==> src/rtl/kmc_pkg.sv <==
`timescale 1ns / 1ps

package kmc_pkg;

    // build defaults
    localparam int MAX_KMER_LENGTH_DEF = 10;
    localparam int COUNT_WIDTH_DEF     = 32;

    // fixed field widths
    localparam int CHAR_W      = 8;
    localparam int LEN_W       = 4;
    localparam int OUT_COUNT_W = 32;

    localparam logic [LEN_W-1:0] LEN_RESET = 4'd10;

    // ascii bases
    localparam logic [CHAR_W-1:0] CHAR_UA = 8'h41;
    localparam logic [CHAR_W-1:0] CHAR_UC = 8'h43;
    localparam logic [CHAR_W-1:0] CHAR_UG = 8'h47;
    localparam logic [CHAR_W-1:0] CHAR_UT = 8'h54;
    localparam logic [CHAR_W-1:0] CHAR_LA = 8'h61;
    localparam logic [CHAR_W-1:0] CHAR_LC = 8'h63;
    localparam logic [CHAR_W-1:0] CHAR_LG = 8'h67;
    localparam logic [CHAR_W-1:0] CHAR_LT = 8'h74;

    // 2-bit base codes
    localparam logic [1:0] CODE_A = 2'd0;
    localparam logic [1:0] CODE_C = 2'd1;
    localparam logic [1:0] CODE_G = 2'd2;
    localparam logic [1:0] CODE_T = 2'd3;

    typedef struct packed {
        logic bad;
        logic [1:0] code;
    } t_base_dec;

    // controller to datapath
    typedef struct packed {
        logic clear_step;
        logic take;
        logic read_issue;
        logic finish;
    } t_kmc_cmd;

    // datapath to controller
    typedef struct packed {
        logic clear_last;
        logic direct;
    } t_kmc_status;

    function automatic t_base_dec decode_base(input logic [CHAR_W-1:0] c);
        t_base_dec d;
        d.bad  = 1'b0;
        d.code = CODE_A;
        case (c)
            CHAR_UA, CHAR_LA: d.code = CODE_A;
            CHAR_UC, CHAR_LC: d.code = CODE_C;
            CHAR_UG, CHAR_LG: d.code = CODE_G;
            CHAR_UT, CHAR_LT: d.code = CODE_T;
            default:          d.bad  = 1'b1;
        endcase
        return d;
    endfunction

endpackage

==> src/rtl/kmc_ctrl.sv <==
`timescale 1ns / 1ps

module kmc_ctrl
    import kmc_pkg::*;
(
    input  logic        i_clk,
    input  logic        i_rst_n,
    input  logic        i_in_valid,
    output logic        o_in_ready,
    output logic        o_out_valid,
    input  logic        i_out_ready,
    input  t_kmc_status i_status,
    output t_kmc_cmd    o_cmd
);

    typedef enum logic [1:0] {
        ST_CLEAR,
        ST_IDLE,
        ST_LOOKUP,
        ST_UPDATE
    } t_state;

    t_state r_state, n_state;
    logic   r_out_valid, n_out_valid;
    logic   take;

    // accept only when idle and the result slot is free or draining
    assign o_in_ready = (r_state == ST_IDLE) && (!r_out_valid || i_out_ready);
    assign take       = i_in_valid && o_in_ready;

    always_comb begin
        o_cmd            = '0;
        o_cmd.clear_step = (r_state == ST_CLEAR);
        o_cmd.take       = take;
        o_cmd.read_issue = (r_state == ST_LOOKUP);
        o_cmd.finish     = (r_state == ST_UPDATE);
    end

    // next state
    always_comb begin
        n_state = r_state;
        unique case (r_state)
            ST_CLEAR: begin
                if (i_status.clear_last) begin
                    n_state = ST_IDLE;
                end
            end
            ST_IDLE: begin
                if (take && !i_status.direct) begin
                    n_state = ST_LOOKUP;
                end
            end
            ST_LOOKUP: n_state = ST_UPDATE;
            ST_UPDATE: n_state = ST_IDLE;
            default:   n_state = ST_IDLE;
        endcase
    end

    // result slot occupancy
    always_comb begin
        n_out_valid = r_out_valid;
        if (r_out_valid && i_out_ready) begin
            n_out_valid = 1'b0;
        end
        if ((take && i_status.direct) || (r_state == ST_UPDATE)) begin
            n_out_valid = 1'b1;
        end
    end

    always_ff @(posedge i_clk) begin
        if (!i_rst_n) begin
            r_state     <= ST_CLEAR;
            r_out_valid <= 1'b0;
        end else begin
            r_state     <= n_state;
            r_out_valid <= n_out_valid;
        end
    end

    assign o_out_valid = r_out_valid;

endmodule

==> config.mk <==
export PLATFORM = sky130hd
export DESIGN_NAME = kmc_ctrl
export DESIGN_NICKNAME = d
export VERILOG_FILES = /design/src/rtl/kmc_pkg.sv /design/src/rtl/kmc_ctrl.sv
export SDC_FILE = /design/constraint.sdc
export NUM_CORES = 1
export LEC_CHECK = 0
export BUFFER_PORTS_ARGS = -buffer_cell sky130_fd_sc_hd__buf_2
export CAP_MARGIN = 20
export CORE_AREA = 2 2 39 41
export DETAILED_ROUTE_END_ITERATION = 12
export DIE_AREA = 0 0 41 43
export GPL_ROUTABILITY_DRIVEN = 0
export PLACE_DENSITY = 0.49
export SETUP_SLACK_MARGIN = 0.1
export SLEW_MARGIN = 20
export SYNTH_ARGS = -nofsm -noshare
export SYNTH_HDL_FRONTEND = slang
export SYNTH_SLANG_ARGS = --single-unit
==> constraint.sdc <==
create_clock -name i_clk -period 2.9 [get_ports i_clk]
set_input_delay 0.145 -clock i_clk [delete_from_list [all_inputs] [get_ports i_clk]]
set_output_delay 0.145 -clock i_clk [all_outputs]
set_load 0.01 [all_outputs]
==> reports/qor.yml <==
outcome:
  outcome: "finished clean"
global_route:
  grt_max_degree: 7
  grt_pass1_wl_um: 924
  antenna_found_initial: 0
  gr-usage-all-layers_pct: 7.61
  grt.overflow.total: 0
  first_global_vias: 226
routing:
  wire_per_inst_um: 10.3
  top_layer: "met4"
  wl_met2_um: 247
  route.met3.wl_um: 47
  num_vias: 249
  dr.pass1.iters: 2
  drt-initial-drc-count: 1
  met1_length_um: 294
  wl_um: 605
  vias_per_cell: 4.22
  postRouteAntennaNets: 0
  drc_errors: 0
sta:
  skew_ns: 0.00628
  tightest_slew_ns: 0.305
  min_period_ns: 1.49
  relSlewSlack_pct: 79.4
  hold_ws_ns: 0.217
  drv_slew: 0
  fin_setup_tns_ns: 0
  setup_viol: 0
  grt_setup_unrepaired: "false"
  fmax_mhz: 670
  post-route-period-util_pct: 51.5
  hold_violations: 0
clock_tree:
  cts_sinks: 3
  htreeDepth: 1
  post_cts_buffers: 0
  cts_tree: "done"
  ctsHoldBuffers: 0
  cts.clk_slew.worst_paths_ns: 0.04
  cts_buffer_depth: 2
  post_cts_resized: 0
  cts_buffers: 3
  clock_latency_ns: 0.24
  cts_root_buf: "clkbuf_4"
synthesis:
  synth_top_area_share_pct: 23.1
  ys_ff_latch: 3
  synthesis.nets: 39
  seq_area_frac_synth_pct: 23.1
  synthesis.area_um2: 260
  syn_area_per_cell_um2: 8.97
  yosysTopAreaCell: "dfxtp_1"
  synth_cell_types: 17
  synth_area_leaders: "dfxtp_1, ha_1, nor2b_4"
  syn_inst: 29
  ys.warnings.count: 0
worst_setup_path:
  crit_path_max_incr_delay_ns: 0.49
  path_delay_family: "simple AND/OR/NAND/NOR gates"
  cp_cell_sequence: "inv_1, ha_1, nor2b_4, or4_1, nand3_1"
  crit_fanout: 4
  end_kind: "flop"
  start_kind: "flop"
  crit_buf_inv: 1
  critPathSlowestCell: "or4_1"
  required_ns: 3.08
  arrival_ns: 1.67
  path_class: "reg2reg"
power:
  power.density_nw_per_um2: 764
  leakagePower_nw: 0.184
  vdd_drop_max_v: 0.000204
cells_and_area:
  finalNetCount: 54
  drive_gt1_share_pct: 39.5
  num_antenna_cells: 0
  n_fill_cell: 163
  layout_common_cells: "buf_2, ha_1"
  syn_to_final_growth_pct: 36.1
  mostFrequentLayoutCell: "buf_2"
die:
  start_util_pct: 18.8
  die-height_um: 43
  core.rowCount: 14
  die_area_um2: 1760
  core_region_area_um2: 1380
  ios: 12
  die_w_um: 41
job:
  drv_cap: 0
hold_path:
  hp-class: "in2reg"
placement:
  portBuffers: 11
  dpl.hpwl_um: 466
[Yosys cell counts]
| cell type | number |
|---|---|
| ha_1 | 4 |
| dfxtp_1 | 3 |
| inv_1 | 3 |
| nand2_1 | 3 |
| nand2b_1 | 2 |
| nor2_1 | 2 |
| nor2b_4 | 2 |
| a21boi_1 | 1 |
| a41oi_1 | 1 |
| and3_1 | 1 |
| and4b_1 | 1 |
| buf_4 | 1 |
| nand3_1 | 1 |
| o2111ai_1 | 1 |
| o31a_2 | 1 |
| o41ai_1 | 1 |
| or4_1 | 1 |
[worst reg2reg max path, cell delays in order (launching register included)]
cell and delay (ns):
dfxtp_1 0.40, inv_1 0.08, ha_1 0.24, nor2b_4 0.14, or4_1 0.49, nand3_1 0.09
[through the flow]
step	total power, mW	instance area [µm²]	setup WS (ns)	util [%]	std cells
4_1_cts	0.275	354	1.40	25.6	59
6_report	0.271	354	1.41	25.6	59
3_5_place_dp	0.196	328	1.42	23.7	55
5_1_grt	0.292	354	1.34	25.6	59
3_3_place_gp	0.198	328	1.42	23.7	55
2_1_floorplan	0.157	260	1.47	-	29
[flip-flops by register name, indices dropped and copies added (netlist names)]
signal       flops
r_state          2
o_out_valid      1
[cells by family after synthesis]
logic type               after synthesis  share of synthesized area (%)
flip-flops                             3                           23.1
buffers and inverters                  4                           7.21
AND/OR/NAND/NOR                       13                           33.7
adder cells (fa/ha/maj)                4                           19.2
AO/OA/AOI/OAI                          5                           16.8
[per-layer routing]
layer  vias up  GRT usage, %
met5         -             0
met4         0          6.00
met3         2             0
met2        11          11.3
met1       107          9.87
li1        129             -
[path summary, 6_finish.rpt]
path                                         startpoint                        to  slack (ns)  depth (start not counted)
worst max-delay path            r_state[0]$_SDFFE_PN0P_   r_state[1]$_SDFFE_PN0P_        1.41                          5
worst min-delay path                            i_rst_n  o_out_valid$_SDFFE_PN0P_        0.22                          2
worst max register to register  r_state[0]$_SDFFE_PN0P_   r_state[1]$_SDFFE_PN0P_        1.41                          5
worst min register to register  r_state[0]$_SDFFE_PN0P_   r_state[0]$_SDFFE_PN0P_        0.54                          2
[area by class of cell]
class,instances,area (µm²),share of cell area [%]
Sequential cell,3,60.1,17.0
Timing Repair Buffer,11,55.1,15.5
Tap cell,16,20.0,5.65
Inverter,3,11.3,3.18
Clock buffer,4,26.3,7.42
Multi-Input combinational cell,22,181,51.2
[power breakdown]
group	switching, mW	internal (mW)
clock network	0.0243	0.0517
registers	0.0140	0.0538
logic	0.0671	0.0597
total	0.105	0.165
Power figures use the tool's default switching activity.
